===== config.mk =====
export PLATFORM = sky130hd
export DESIGN_NAME = minute_event_scheduler
export DESIGN_NICKNAME = d
export VERILOG_FILES = /design/src/hw/rtl/mes_pkg.sv /design/src/hw/rtl/mes_div.sv /design/src/hw/rtl/mes_dp.sv /design/src/hw/rtl/mes_ctrl.sv /design/src/hw/rtl/minute_event_scheduler.sv
export SDC_FILE = /design/constraint.sdc
export NUM_CORES = 1
export LEC_CHECK = 0
export ABC_AREA = 0
export BUFFER_PORTS_ARGS = -buffer_cell sky130_fd_sc_hd__buf_2
export CORE_ASPECT_RATIO = 0.8
export CORE_MARGIN = 1.5
export CORE_UTILIZATION = 45
export DETAILED_ROUTE_END_ITERATION = 10
export PLACE_DENSITY_LB_ADDON = 0.05
export SLEW_MARGIN = 20
export SYNTH_ARGS = -nofsm -noshare
export SYNTH_HDL_FRONTEND = slang
export SYNTH_HIERARCHICAL = 1
export SYNTH_SLANG_ARGS = --single-unit

===== constraint.sdc =====
create_clock -name clk -period 16.5 [get_ports clk]
set_input_delay 1.65 -clock clk [delete_from_list [all_inputs] [get_ports clk]]
set_output_delay 1.65 -clock clk [all_outputs]
set_load 0.02 [all_outputs]

===== src/hw/rtl/mes_pkg.sv =====
// Package for the minute event scheduler: shared constants, codes and the
// control/status structs between controller and datapath. No dependencies.
package mes_pkg;

  localparam int MIN_W = 11;            // minute-of-day and dividend width
  localparam int REM_W = 12;            // divisor and remainder width
  localparam int MINUTES_PER_DAY = 1440;
  localparam int SYNC_MINUTE = 480;
  localparam int UPLOAD_WINDOW = 3;
  localparam int SUPPRESS_TICKS = 5 - 1;
  localparam int UPLOAD_RETRY_MIN = 30;
  localparam int DEFAULT_CYCLE = 60;
  localparam int MON_RETRY_STEP = 10;

  // request kinds carried on in_tuser
  localparam logic [1:0] REQ_TICK     = 2'd0;
  localparam logic [1:0] REQ_LOAD     = 2'd1;
  localparam logic [1:0] REQ_RESTART  = 2'd2;
  localparam logic [1:0] REQ_RESERVED = 2'd3;

  // configuration register indexes
  localparam logic [2:0] CFG_WARN_EN   = 3'd0;
  localparam logic [2:0] CFG_WARN_INT  = 3'd1;
  localparam logic [2:0] CFG_MON_EN    = 3'd2;
  localparam logic [2:0] CFG_MON_INT   = 3'd3;
  localparam logic [2:0] CFG_UPLOAD_EN = 3'd4;
  localparam logic [2:0] CFG_SYNC_EN   = 3'd5;

  // remainder operations run on the shared divider
  localparam logic [2:0] OP_WARN = 3'd0;
  localparam logic [2:0] OP_MON  = 3'd1;
  localparam logic [2:0] OP_PER  = 3'd3;
  localparam logic [2:0] OP_OFS  = 3'd4;

  typedef struct packed {
    logic [7:0]  period;
    logic [2:0]  wday;
    logic [11:0] offset;
  } entry_t;

  typedef struct packed {
    logic       accept;
    logic       start;
    logic       capture;
    logic [2:0] op;
    logic       pre;
    logic       ent_init;
    logic       eval;
    logic       finish;
  } cmd_t;

  typedef struct packed {
    logic req_tick;
    logic mod_done;
    logic scan_go;
    logic idx_done;
    logic ent_skip;
    logic ent_per;
    logic ent_neg;
    logic hit;
    logic out_free;
  } sts_t;

endpackage


===== src/hw/rtl/mes_div.sv =====
// Shared remainder unit: restoring division, one quotient bit per cycle.
// Depends on mes_pkg for widths.
module mes_div
  import mes_pkg::*;
(
  input  logic             clk,
  input  logic             rst_n,
  input  logic             start,
  input  logic [MIN_W-1:0] dividend,
  input  logic [REM_W-1:0] divisor,
  output logic             done,
  output logic [REM_W-1:0] rem
);

  localparam logic [3:0] LAST = 4'(MIN_W - 1);

  logic             busy_r, busy_nxt;
  logic             done_r, done_nxt;
  logic [3:0]       cnt_r, cnt_nxt;
  logic [REM_W-1:0] rem_r, rem_nxt;
  logic [MIN_W-1:0] dvd_r, dvd_nxt;
  logic [REM_W-1:0] trial;

  // one shift-subtract step
  always_comb begin
    trial    = {rem_r[REM_W-2:0], dvd_r[MIN_W-1]};
    busy_nxt = busy_r;
    done_nxt = 1'b0;
    cnt_nxt  = cnt_r;
    rem_nxt  = rem_r;
    dvd_nxt  = dvd_r;
    if (start) begin
      busy_nxt = 1'b1;
      cnt_nxt  = '0;
      rem_nxt  = '0;
      dvd_nxt  = dividend;
    end else if (busy_r) begin
      rem_nxt = (trial >= divisor) ? trial - divisor : trial;
      dvd_nxt = {dvd_r[MIN_W-2:0], 1'b0};
      cnt_nxt = cnt_r + 4'd1;
      if (cnt_r == LAST) begin
        busy_nxt = 1'b0;
        done_nxt = 1'b1;
      end
    end
  end

  always_ff @(posedge clk) begin
    if (!rst_n) begin
      busy_r <= 1'b0;
      done_r <= 1'b0;
      cnt_r  <= '0;
    end else begin
      busy_r <= busy_nxt;
      done_r <= done_nxt;
      cnt_r  <= cnt_nxt;
    end
  end

  always_ff @(posedge clk) begin
    rem_r <= rem_nxt;
    dvd_r <= dvd_nxt;
  end

  assign done = done_r;
  assign rem  = rem_r;

endmodule


===== src/hw/rtl/mes_dp.sv =====
// Datapath: configuration, schedule table, counters, result register.
// Depends on mes_pkg and mes_div.
module mes_dp
  import mes_pkg::*;
#(
  parameter int SCHEDULE_ENTRIES = 9,
  parameter int IW = 4,
  parameter int CW = 4
)(
  input  logic          clk,
  input  logic          rst_n,
  input  logic          cfg_valid,
  input  logic [2:0]    cfg_index,
  input  logic [10:0]   cfg_data,
  input  logic [47:0]   in_tdata,
  input  logic [1:0]    in_tuser,
  input  cmd_t          cmd,
  input  logic [CW-1:0] ent_cnt,
  input  logic          out_tready,
  output sts_t          sts,
  output logic          out_tvalid,
  output logic [7:0]    out_tdata
);

  // configuration
  logic        warn_en_r, mon_en_r, up_en_r, sync_en_r;
  logic [10:0] warn_int_r, mon_int_r;

  always_ff @(posedge clk) begin
    if (!rst_n) begin
      warn_en_r  <= 1'b0;
      mon_en_r   <= 1'b0;
      up_en_r    <= 1'b0;
      sync_en_r  <= 1'b0;
      warn_int_r <= '0;
      mon_int_r  <= '0;
    end else if (cfg_valid) begin
      unique case (cfg_index)
        CFG_WARN_EN:   warn_en_r  <= cfg_data[0];
        CFG_WARN_INT:  warn_int_r <= cfg_data;
        CFG_MON_EN:    mon_en_r   <= cfg_data[0];
        CFG_MON_INT:   mon_int_r  <= cfg_data;
        CFG_UPLOAD_EN: up_en_r    <= cfg_data[0];
        CFG_SYNC_EN:   sync_en_r  <= cfg_data[0];
        default: ;
      endcase
    end
  end

  // input item fields
  logic [4:0]  f_hour;
  logic [5:0]  f_minute;
  logic [2:0]  f_wday;
  logic [3:0]  f_idx;
  entry_t      f_entry;
  assign f_hour   = in_tdata[4:0];
  assign f_minute = in_tdata[10:5];
  assign f_wday   = in_tdata[13:11];
  assign f_idx    = in_tdata[20:17];
  assign f_entry  = '{period: in_tdata[28:21], wday: in_tdata[31:29],
                      offset: in_tdata[43:32]};

  logic [4:0] hour_r;
  logic [5:0] minute_r;
  logic [2:0] wday_r;
  logic       clkv_r, mretry_r, uretry_r;

  always_ff @(posedge clk) begin
    if (cmd.accept) begin
      hour_r   <= f_hour;
      minute_r <= f_minute;
      wday_r   <= f_wday;
      clkv_r   <= in_tdata[14];
      mretry_r <= in_tdata[15];
      uretry_r <= in_tdata[16];
    end
  end

  // schedule table; period zero marks a disabled entry
  entry_t table_r [SCHEDULE_ENTRIES];
  logic   load_ok;
  assign load_ok = cmd.accept && (in_tuser == REQ_LOAD) &&
                   ({1'b0, f_idx} < 5'(SCHEDULE_ENTRIES));

  always_ff @(posedge clk) begin
    if (!rst_n) begin
      for (int i = 0; i < SCHEDULE_ENTRIES; i++) table_r[i].period <= '0;
    end else if (load_ok) begin
      table_r[f_idx[IW-1:0]] <= f_entry;
    end
  end

  // current entry under scan
  entry_t      ent;
  logic [11:0] negm;
  logic [CW-1:0] lim;
  assign ent  = table_r[ent_cnt[IW-1:0]];
  assign negm = ~ent.offset + 12'd1;
  assign lim  = (table_r[0].period != '0) ? CW'(1) : CW'(SCHEDULE_ENTRIES);

  // effective warning period
  logic [10:0] wi;
  assign wi = (warn_en_r && mon_en_r && (mon_int_r < warn_int_r)) ? mon_int_r : warn_int_r;

  // state registers
  logic [10:0] mc_r, mc_nxt;
  logic [2:0]  supp_r, supp_nxt;
  logic        ridle_r, ridle_nxt;
  logic [4:0]  rcnt_r, rcnt_nxt;
  logic        tick_r, tick_nxt;
  logic        wz_r, wz_nxt, mz_r, mz_nxt;
  logic        upev_r, upev_nxt, clru_r, clru_nxt;
  logic [10:0] dval_r, dval_nxt;
  logic        ov_r, ov_nxt;
  logic [7:0]  od_r, od_nxt;

  // minute counter modulo 10 by reciprocal multiply, exact below 2048
  logic [23:0] ten_prod;
  logic [10:0] ten_q10;
  logic        tz;
  assign ten_prod = {13'd0, mc_r} * 24'd6554;
  assign ten_q10  = {3'd0, ten_prod[23:16]} * 11'(MON_RETRY_STEP);
  assign tz       = (mc_r == ten_q10);

  // shared divider operand select
  logic [MIN_W-1:0] dvd;
  logic [REM_W-1:0] dvs, rem;
  logic             mdone;

  always_comb begin
    dvd = mc_r;
    dvs = {1'b0, wi};
    unique case (cmd.op)
      OP_WARN: begin dvd = mc_r;   dvs = {1'b0, wi};        end
      OP_MON:  begin dvd = mc_r;   dvs = {1'b0, mon_int_r}; end
      OP_PER:  begin dvd = dval_r; dvs = {4'd0, ent.period}; end
      OP_OFS:  begin dvd = dval_r; dvs = negm;              end
      default: begin dvd = mc_r;   dvs = {1'b0, wi};        end
    endcase
  end

  mes_div u_div (
    .clk      (clk),
    .rst_n    (rst_n),
    .start    (cmd.start),
    .dividend (dvd),
    .divisor  (dvs),
    .done     (mdone),
    .rem      (rem)
  );

  // entry match
  logic signed [12:0] diff;
  logic               hit, cyc_long;
  assign diff     = $signed({2'b00, dval_r}) - $signed({ent.offset[11], ent.offset});
  assign hit      = ent.offset[11] ? (dval_r < 11'(UPLOAD_WINDOW))
                                   : (!diff[12] && (diff < 13'sd3));
  assign cyc_long = ent.offset[11] ? (negm >= 12'(DEFAULT_CYCLE)) : 1'b1;

  // tick results
  logic        w_ev, m_ev, clr_m, kick, wrap, scan_run, rfire;
  logic [11:0] mc_inc;
  logic [4:0]  rdec;
  assign w_ev   = tick_r && warn_en_r && (wi != '0) && wz_r;
  assign clr_m  = tick_r && mon_en_r && (mon_int_r != '0) && mz_r;
  assign m_ev   = clr_m || (tick_r && mon_en_r && tz && mretry_r);
  assign mc_inc = {1'b0, mc_r} + 12'd1;
  assign kick   = tick_r && sync_en_r && (mc_inc == 12'(SYNC_MINUTE));
  assign wrap   = tick_r && (mc_inc >= 12'(MINUTES_PER_DAY));
  assign scan_run = up_en_r && (supp_r == '0);
  assign rdec   = (!ridle_r && rcnt_r != '0) ? rcnt_r - 5'd1 : rcnt_r;
  assign rfire  = scan_run && !ridle_r && (rdec == '0) && uretry_r;

  always_comb begin
    mc_nxt    = mc_r;
    supp_nxt  = supp_r;
    ridle_nxt = ridle_r;
    rcnt_nxt  = rcnt_r;
    tick_nxt  = tick_r;
    wz_nxt    = wz_r;
    mz_nxt    = mz_r;
    upev_nxt  = upev_r;
    clru_nxt  = clru_r;
    dval_nxt  = dval_r;
    ov_nxt    = ov_r;
    od_nxt    = od_r;
    if (ov_r && out_tready) ov_nxt = 1'b0;
    // item accepted: clear flags, apply restart
    if (cmd.accept) begin
      tick_nxt = (in_tuser == REQ_TICK);
      wz_nxt   = 1'b0;
      mz_nxt   = 1'b0;
      upev_nxt = 1'b0;
      clru_nxt = 1'b0;
      if (in_tuser == REQ_RESTART) mc_nxt = '0;
    end
    // divider result
    if (cmd.capture) begin
      unique case (cmd.op)
        OP_WARN: wz_nxt = (rem == '0);
        OP_MON:  mz_nxt = (rem == '0);
        default: dval_nxt = rem[10:0];
      endcase
    end
    // retry timer step and suppress countdown
    if (cmd.pre) begin
      rcnt_nxt = rdec;
      if (rfire) begin
        upev_nxt  = 1'b1;
        ridle_nxt = 1'b1;
      end
      if (!scan_run && supp_r != '0) supp_nxt = supp_r - 3'd1;
    end
    if (cmd.ent_init) dval_nxt = 11'(hour_r) * 11'd60 + 11'(minute_r);
    // matching entry
    if (cmd.eval && hit) begin
      upev_nxt = 1'b1;
      clru_nxt = 1'b1;
      supp_nxt = 3'(SUPPRESS_TICKS);
      if (cyc_long) begin
        ridle_nxt = 1'b0;
        rcnt_nxt  = 5'(UPLOAD_RETRY_MIN);
      end else begin
        ridle_nxt = 1'b1;
      end
    end
    // result out, minute counter advance
    if (cmd.finish) begin
      ov_nxt = 1'b1;
      od_nxt = {1'b0, wrap, kick, clru_r, clr_m, upev_r, m_ev, w_ev};
      if (tick_r) mc_nxt = wrap ? '0 : mc_inc[10:0];
    end
  end

  always_ff @(posedge clk) begin
    if (!rst_n) begin
      mc_r    <= '0;
      supp_r  <= '0;
      ridle_r <= 1'b1;
      rcnt_r  <= '0;
      ov_r    <= 1'b0;
      tick_r  <= 1'b0;
    end else begin
      mc_r    <= mc_nxt;
      supp_r  <= supp_nxt;
      ridle_r <= ridle_nxt;
      rcnt_r  <= rcnt_nxt;
      ov_r    <= ov_nxt;
      tick_r  <= tick_nxt;
    end
  end

  always_ff @(posedge clk) begin
    wz_r   <= wz_nxt;
    mz_r   <= mz_nxt;
    upev_r <= upev_nxt;
    clru_r <= clru_nxt;
    dval_r <= dval_nxt;
    od_r   <= od_nxt;
  end

  // status to controller
  assign sts.req_tick = (in_tuser == REQ_TICK);
  assign sts.mod_done = mdone;
  assign sts.scan_go  = scan_run && clkv_r;
  assign sts.idx_done = (ent_cnt >= lim);
  assign sts.ent_skip = (ent.period == '0) ||
                        !((ent.wday == '0) || ({1'b0, ent.wday} == {1'b0, wday_r} + 4'd1));
  assign sts.ent_per  = (ent.period > 8'd1);
  assign sts.ent_neg  = ent.offset[11];
  assign sts.hit      = hit;
  assign sts.out_free = !ov_r || out_tready;

  assign out_tvalid = ov_r;
  assign out_tdata  = od_r;

`ifndef ASSERT_OFF
  a_supp_range: assert property (@(posedge clk) disable iff (!rst_n)
    supp_r <= 3'(SUPPRESS_TICKS))
    else $error("suppress count out of range");
  a_retry_range: assert property (@(posedge clk) disable iff (!rst_n)
    !ridle_r |-> rcnt_r <= 5'(UPLOAD_RETRY_MIN))
    else $error("retry timer out of range");
  a_finish_out: assert property (@(posedge clk) disable iff (!rst_n)
    cmd.finish |=> ov_r)
    else $error("finished item not presented");
`endif

endmodule


===== src/hw/rtl/mes_ctrl.sv =====
// Controller: sequences the remainder operations and the entry scan.
// Depends on mes_pkg.
module mes_ctrl
  import mes_pkg::*;
#(
  parameter int CW = 4
)(
  input  logic          clk,
  input  logic          rst_n,
  input  logic          in_tvalid,
  output logic          in_tready,
  input  sts_t          sts,
  output cmd_t          cmd,
  output logic [CW-1:0] ent_cnt
);

  localparam logic [2:0] S_IDLE   = 3'd0;
  localparam logic [2:0] S_MSTART = 3'd1;
  localparam logic [2:0] S_MWAIT  = 3'd2;
  localparam logic [2:0] S_PRE    = 3'd3;
  localparam logic [2:0] S_ENT    = 3'd4;
  localparam logic [2:0] S_EVAL   = 3'd5;
  localparam logic [2:0] S_FIN    = 3'd6;

  logic [2:0]    state_r, state_nxt;
  logic [2:0]    op_r, op_nxt;
  logic [CW-1:0] cnt_r, cnt_nxt;

  always_comb begin
    state_nxt = state_r;
    op_nxt    = op_r;
    cnt_nxt   = cnt_r;
    cmd       = '0;
    cmd.op    = op_r;
    unique case (state_r)
      S_IDLE: begin
        if (in_tvalid) begin
          cmd.accept = 1'b1;
          if (sts.req_tick) begin
            op_nxt    = OP_WARN;
            state_nxt = S_MSTART;
          end else begin
            state_nxt = S_FIN;
          end
        end
      end
      S_MSTART: begin
        cmd.start = 1'b1;
        state_nxt = S_MWAIT;
      end
      S_MWAIT: begin
        if (sts.mod_done) begin
          cmd.capture = 1'b1;
          unique case (op_r)
            OP_WARN: begin op_nxt = OP_MON; state_nxt = S_MSTART; end
            OP_MON:  state_nxt = S_PRE;
            OP_PER: begin
              if (sts.ent_neg) begin
                op_nxt    = OP_OFS;
                state_nxt = S_MSTART;
              end else begin
                state_nxt = S_EVAL;
              end
            end
            default: state_nxt = S_EVAL;
          endcase
        end
      end
      S_PRE: begin
        cmd.pre = 1'b1;
        cnt_nxt = '0;
        state_nxt = sts.scan_go ? S_ENT : S_FIN;
      end
      // walk the table, skipping entries that do not take part
      S_ENT: begin
        cmd.ent_init = 1'b1;
        priority if (sts.idx_done) begin
          state_nxt = S_FIN;
        end else if (sts.ent_skip) begin
          cnt_nxt = cnt_r + CW'(1);
        end else if (sts.ent_per) begin
          op_nxt    = OP_PER;
          state_nxt = S_MSTART;
        end else if (sts.ent_neg) begin
          op_nxt    = OP_OFS;
          state_nxt = S_MSTART;
        end else begin
          state_nxt = S_EVAL;
        end
      end
      S_EVAL: begin
        cmd.eval = 1'b1;
        if (sts.hit) begin
          state_nxt = S_FIN;
        end else begin
          cnt_nxt   = cnt_r + CW'(1);
          state_nxt = S_ENT;
        end
      end
      S_FIN: begin
        if (sts.out_free) begin
          cmd.finish = 1'b1;
          state_nxt  = S_IDLE;
        end
      end
      default: state_nxt = S_IDLE;
    endcase
  end

  always_ff @(posedge clk) begin
    if (!rst_n) begin
      state_r <= S_IDLE;
      op_r    <= OP_WARN;
      cnt_r   <= '0;
    end else begin
      state_r <= state_nxt;
      op_r    <= op_nxt;
      cnt_r   <= cnt_nxt;
    end
  end

  assign in_tready = (state_r == S_IDLE);
  assign ent_cnt   = cnt_r;

endmodule


===== src/hw/rtl/minute_event_scheduler.sv =====
// Minute event scheduler, top level: controller, datapath and divider.
// Depends on mes_pkg, mes_ctrl, mes_dp.
//
// One item at a time. A load or restart item goes from acceptance straight to
// its result. A tick runs two remainders (warning, monitor) on one shared
// restoring divider; the ten-minute retry check is a reciprocal multiply on
// the minute counter. It then scans the schedule table: a skipped entry is
// passed over, a checked one takes up to two more remainders plus a compare.
// The result sits in an output register, so the next item is taken while
// it waits. Configuration writes are always ready and must come while idle.
module minute_event_scheduler
  import mes_pkg::*;
#(
  parameter int SCHEDULE_ENTRIES = 9
)(
  input  logic        clk,
  input  logic        rst_n,
  input  logic        cfg_valid,
  output logic        cfg_ready,
  input  logic [2:0]  cfg_index,
  input  logic [10:0] cfg_data,
  input  logic        in_tvalid,
  output logic        in_tready,
  // hour[4:0] minute[10:5] weekday[13:11] clock_valid[14]
  // monitor_retry_pending[15] upload_retry_pending[16] entry_index[20:17]
  // entry_period[28:21] entry_weekday[31:29] entry_minute[43:32], zero fill
  input  logic [47:0] in_tdata,
  // req_type[1:0]
  input  logic [1:0]  in_tuser,
  output logic        out_tvalid,
  input  logic        out_tready,
  // warn_event[0] monitor_event[1] upload_event[2] clear_monitor_retry[3]
  // clear_upload_retry[4] sync_kick[5] day_wrap[6], zero fill
  output logic [7:0]  out_tdata
);

  localparam int IW = (SCHEDULE_ENTRIES > 1) ? $clog2(SCHEDULE_ENTRIES) : 1;
  localparam int CW = $clog2(SCHEDULE_ENTRIES + 1);

  cmd_t          cmd;
  sts_t          sts;
  logic [CW-1:0] ent_cnt;

  assign cfg_ready = 1'b1;

  mes_ctrl #(.CW(CW)) u_ctrl (
    .clk       (clk),
    .rst_n     (rst_n),
    .in_tvalid (in_tvalid),
    .in_tready (in_tready),
    .sts       (sts),
    .cmd       (cmd),
    .ent_cnt   (ent_cnt)
  );

  mes_dp #(.SCHEDULE_ENTRIES(SCHEDULE_ENTRIES), .IW(IW), .CW(CW)) u_dp (
    .clk        (clk),
    .rst_n      (rst_n),
    .cfg_valid  (cfg_valid),
    .cfg_index  (cfg_index),
    .cfg_data   (cfg_data),
    .in_tdata   (in_tdata),
    .in_tuser   (in_tuser),
    .cmd        (cmd),
    .ent_cnt    (ent_cnt),
    .out_tready (out_tready),
    .sts        (sts),
    .out_tvalid (out_tvalid),
    .out_tdata  (out_tdata)
  );

endmodule

==> results.json <==
{
  "async_flop_share_pct": 0,
  "setup_viol": 0,
  "dieArea_um2": 59000,
  "tns_ns": 0,
  "routabilityCongestion": 0.866,
  "ant_nets": 0,
  "worst_slew_pin_slew_ns": 1.07,
  "drv_slew": 0,
  "final_common_cell": "edfxtp_1",
  "crit_type": "register to register",
  "maxUsedRoutingLayer": "met5",
  "endpoint_kind": "register",
  "synth.distinct_cells": 105,
  "min_period_over_period_pct": 43.8,
  "dp_worst_setup_slack_ns": 9.29,
  "viasPerCell": 5.36,
  "firstDrtPassIters": 8,
  "cts.sinks": 494,
  "initial_utilization_pct": 45.6,
  "syn_inst": 1908,
  "rsz0062_at_grt": "false",
  "grt-ovfl-total": 0,
  "cap_violations": 0,
  "fillers": 4938,
  "hp-start": "u_dp/upev_r",
  "antenna_found_initial": 2,
  "critical_path_arrival_ns": 7.59,
  "portBuffers": 73,
  "fmax_ghz": 0.138,
  "finalCriticalPeriod_ns": 7.23,
  "mostFrequentLayoutCells": "414 x edfxtp_1, 163 x conb_1, 143 x inv_1, 138 x ha_1, 116 x nand2_1",
  "die_w_um": 271,
  "skew_ns": 0.0298,
  "cts_setup_buffers": 0,
  "synth_seq_area_share_pct": 54.2,
  "grt_pass1_wl_mm": 92.2,
  "synthFlopType": "edfxtp_1",
  "first_global_vias": 15845,
  "r2r-start": "u_dp/mc_r[9]",
  "io-pin-count": 80,
  "area_delta_synth_final_pct": 13.3,
  "h-tree-depth": 2,
  "cp-startpoint": "u_dp/mc_r[9]",
  "dr_total_vias": 15772,
  "wire_per_inst_um": 19.9,
  "wl_met2_mm": 27.3,
  "clk_pin_slew_ns": 0.06,
  "syn-cell-area_um2": 25900,
  "grt_use_total_pct": 20.4,
  "coreArea_um2": 56800,
  "clk_path_buf_depth": 3,
  "drt-total-wl_mm": 58.6,
  "fin_util_pct": 51.7,
  "finalNetCount": 2390,
  "cp.required_ns": 16.86,
  "core.rowCount": 78,
  "num_antenna_cells": 0,
  "leakage_nw": 11.2,
  "clock_latency_ns": 0.61,
  "maxSlewHeadroom_pct": 28.5,
  "timing.final.ws_setup_ns": 9.27,
  "path_max_fanout": 7,
  "status": "finished clean",
  "drtIter0Drc": 1115,
  "min_path_type": "register to register",
  "dieHeight_um": 218,
  "worstSetupStartpointType": "register",
  "dpl.hpwl_mm": 40.2,
  "root_buffer": "clkbuf_16",
  "grt_max_degree": 71,
  "synth_area_per_cell_um2": 13.6,
  "cts_resized": 0,
  "hold_buffers": 0,
  "finalHoldViolCount": 0,
  "drive_above_1_share_pct": 16.3,
  "cts_tree": "yes",
  "power.density_nw_per_um2": 126,
  "drc": 0,
  "ys.warnings.count": 6,
  "peakVddDrop_mv": 0.0945,
  "synth-edff-count": 414,
  "wl_met3_mm": 2.21,
  "met1_length_mm": 28.2,
  "ys_ff_latch": 494,
  "cts_buffers": 51
}
## Yosys cell counts, types with 24 or more instances
| library cell | count | share of area [%] |
|---|---|---|
| a21boi_0 | 26 | 0.75 |
| a21oi_1 | 61 | 1.2 |
| and2_1 | 74 | 1.8 |
| clkbuf_1 | 36 | 0.52 |
| dfxtp_1 | 80 | 6.2 |
| edfxtp_1 | 414 | 48 |
| fa_1 | 42 | 3.2 |
| ha_1 | 138 | 6.7 |
| inv_1 | 143 | 2.1 |
| mux2_2 | 28 | 1.2 |
| mux2i_1 | 24 | 0.93 |
| mux4_2 | 102 | 8.9 |
| nand2_1 | 116 | 1.7 |
| nand2b_1 | 33 | 0.80 |
| nand3_1 | 26 | 0.50 |
| nor2_1 | 83 | 1.2 |
| nor2b_1 | 26 | 0.63 |
| o21ai_0 | 33 | 0.64 |
| xnor2_1 | 53 | 1.8 |
## critical path, cell delays in order, from the launching register on
cell and delay, ns:
dfxtp_1 0.50, inv_1 0.19, ha_1 0.37, fa_1 0.52, inv_1 0.08, fa_1 0.53, inv_1 0.06, fa_1 0.50
fa_1 0.55, inv_1 0.05, ha_1 0.31, and4_1 0.21, a21o_1 0.19, o211ai_1 0.21, o2111ai_1 0.22, a21oi_1 0.30
o21bai_1 0.13, xor2_1 0.24, ha_1 0.28, ha_1 0.34, nor2b_1 0.14, o21ai_0 0.14, nand2b_1 0.11, a21o_1 0.18
a21oi_1 0.17, xnor2_1 0.15, xnor2_1 0.08, a31o_2 0.24
## registers in the layout, indices dropped and copies added (netlist names), 4 cells and up
name,count
u_dp/u_div/dvd_r,11
u_dp/mc_r,11
u_dp/table_r,368
u_dp/u_div/rem,12
u_dp/u_div/cnt_r,4
u_dp/rcnt_r,5
u_dp/out_tdata,7
u_dp/mon_int_r,11
u_dp/warn_int_r,11
u_ctrl/ent_cnt,4
u_dp/hour_r,5
u_dp/dval_r,11
u_dp/minute_r,6
## cells by family (layout without fill, tap and decap cells)
family | after synthesis | count (layout) | share of synthesized area, %
AOI/OAI and AO/OA | 303 | 303 | 8.64
xor gates and xnor gates | 69 | 69 | 2.33
muxes | 156 | 156 | 11.2
other | 2 | 163 | 0.0290
DFF | 494 | 494 | 54.2
buffers and inverters | 221 | 336 | 3.74
adders and majority gates | 180 | 180 | 9.91
and+or+nand+nor | 483 | 483 | 9.97
## area by class of cell
cell class | instances | area (µm²) | area share [%]
clock buffer | 70 | 1380 | 4.70
clock inverter | 26 | 360 | 1.23
inverter | 145 | 544 | 1.85
multi-input combinational | 1354 | 11600 | 39.4
sequential | 494 | 14000 | 47.8
tap | 760 | 951 | 3.24
timing repair buffer | 95 | 531 | 1.81
## path summary, 6_finish.rpt
check             cells past startpoint  slack, ns                end
setup / recovery                     27       9.27  u_dp/out_tdata[1]
hold reg to reg                       0       0.44  u_dp/out_tdata[2]
hold / removal                        0       0.44  u_dp/out_tdata[2]
setup reg to reg                     27       9.27  u_dp/out_tdata[1]
## per-stage QoR
step | power, mW | hold slack [ns] | cells | instance area, µm²
detailed placement | 2.54 | 0.440 | 2848 | 27600
CTS | 3.75 | 0.453 | 2944 | 29400
finish | 3.71 | 0.441 | 2944 | 29400
floorplan | 2.31 | 0.408 | 2069 | 26500
global placement | 2.53 | 0.433 | 2848 | 27600
global route | 3.92 | 0.471 | 2944 | 29400
## layer usage
| layer | GRT usage, % | up-vias |
|---|---|---|
| met2 | 33.2 | 271 |
| met3 | 2.54 | 76 |
| li1 | - | 7495 |
| met4 | 4.56 | 4 |
| met5 | 0 | - |
| met1 | 29.3 | 7926 |
## power by group
part / total (mW) / leakage, nW / internal, mW / switching, mW
Combinational: 0.963 / 5.79 / 0.424 / 0.538
Sequential: 1.55 / 4.62 / 1.47 / 0.0872
Clock: 1.20 / 0.833 / 0.712 / 0.484
Power figures use the tool's default switching activity.
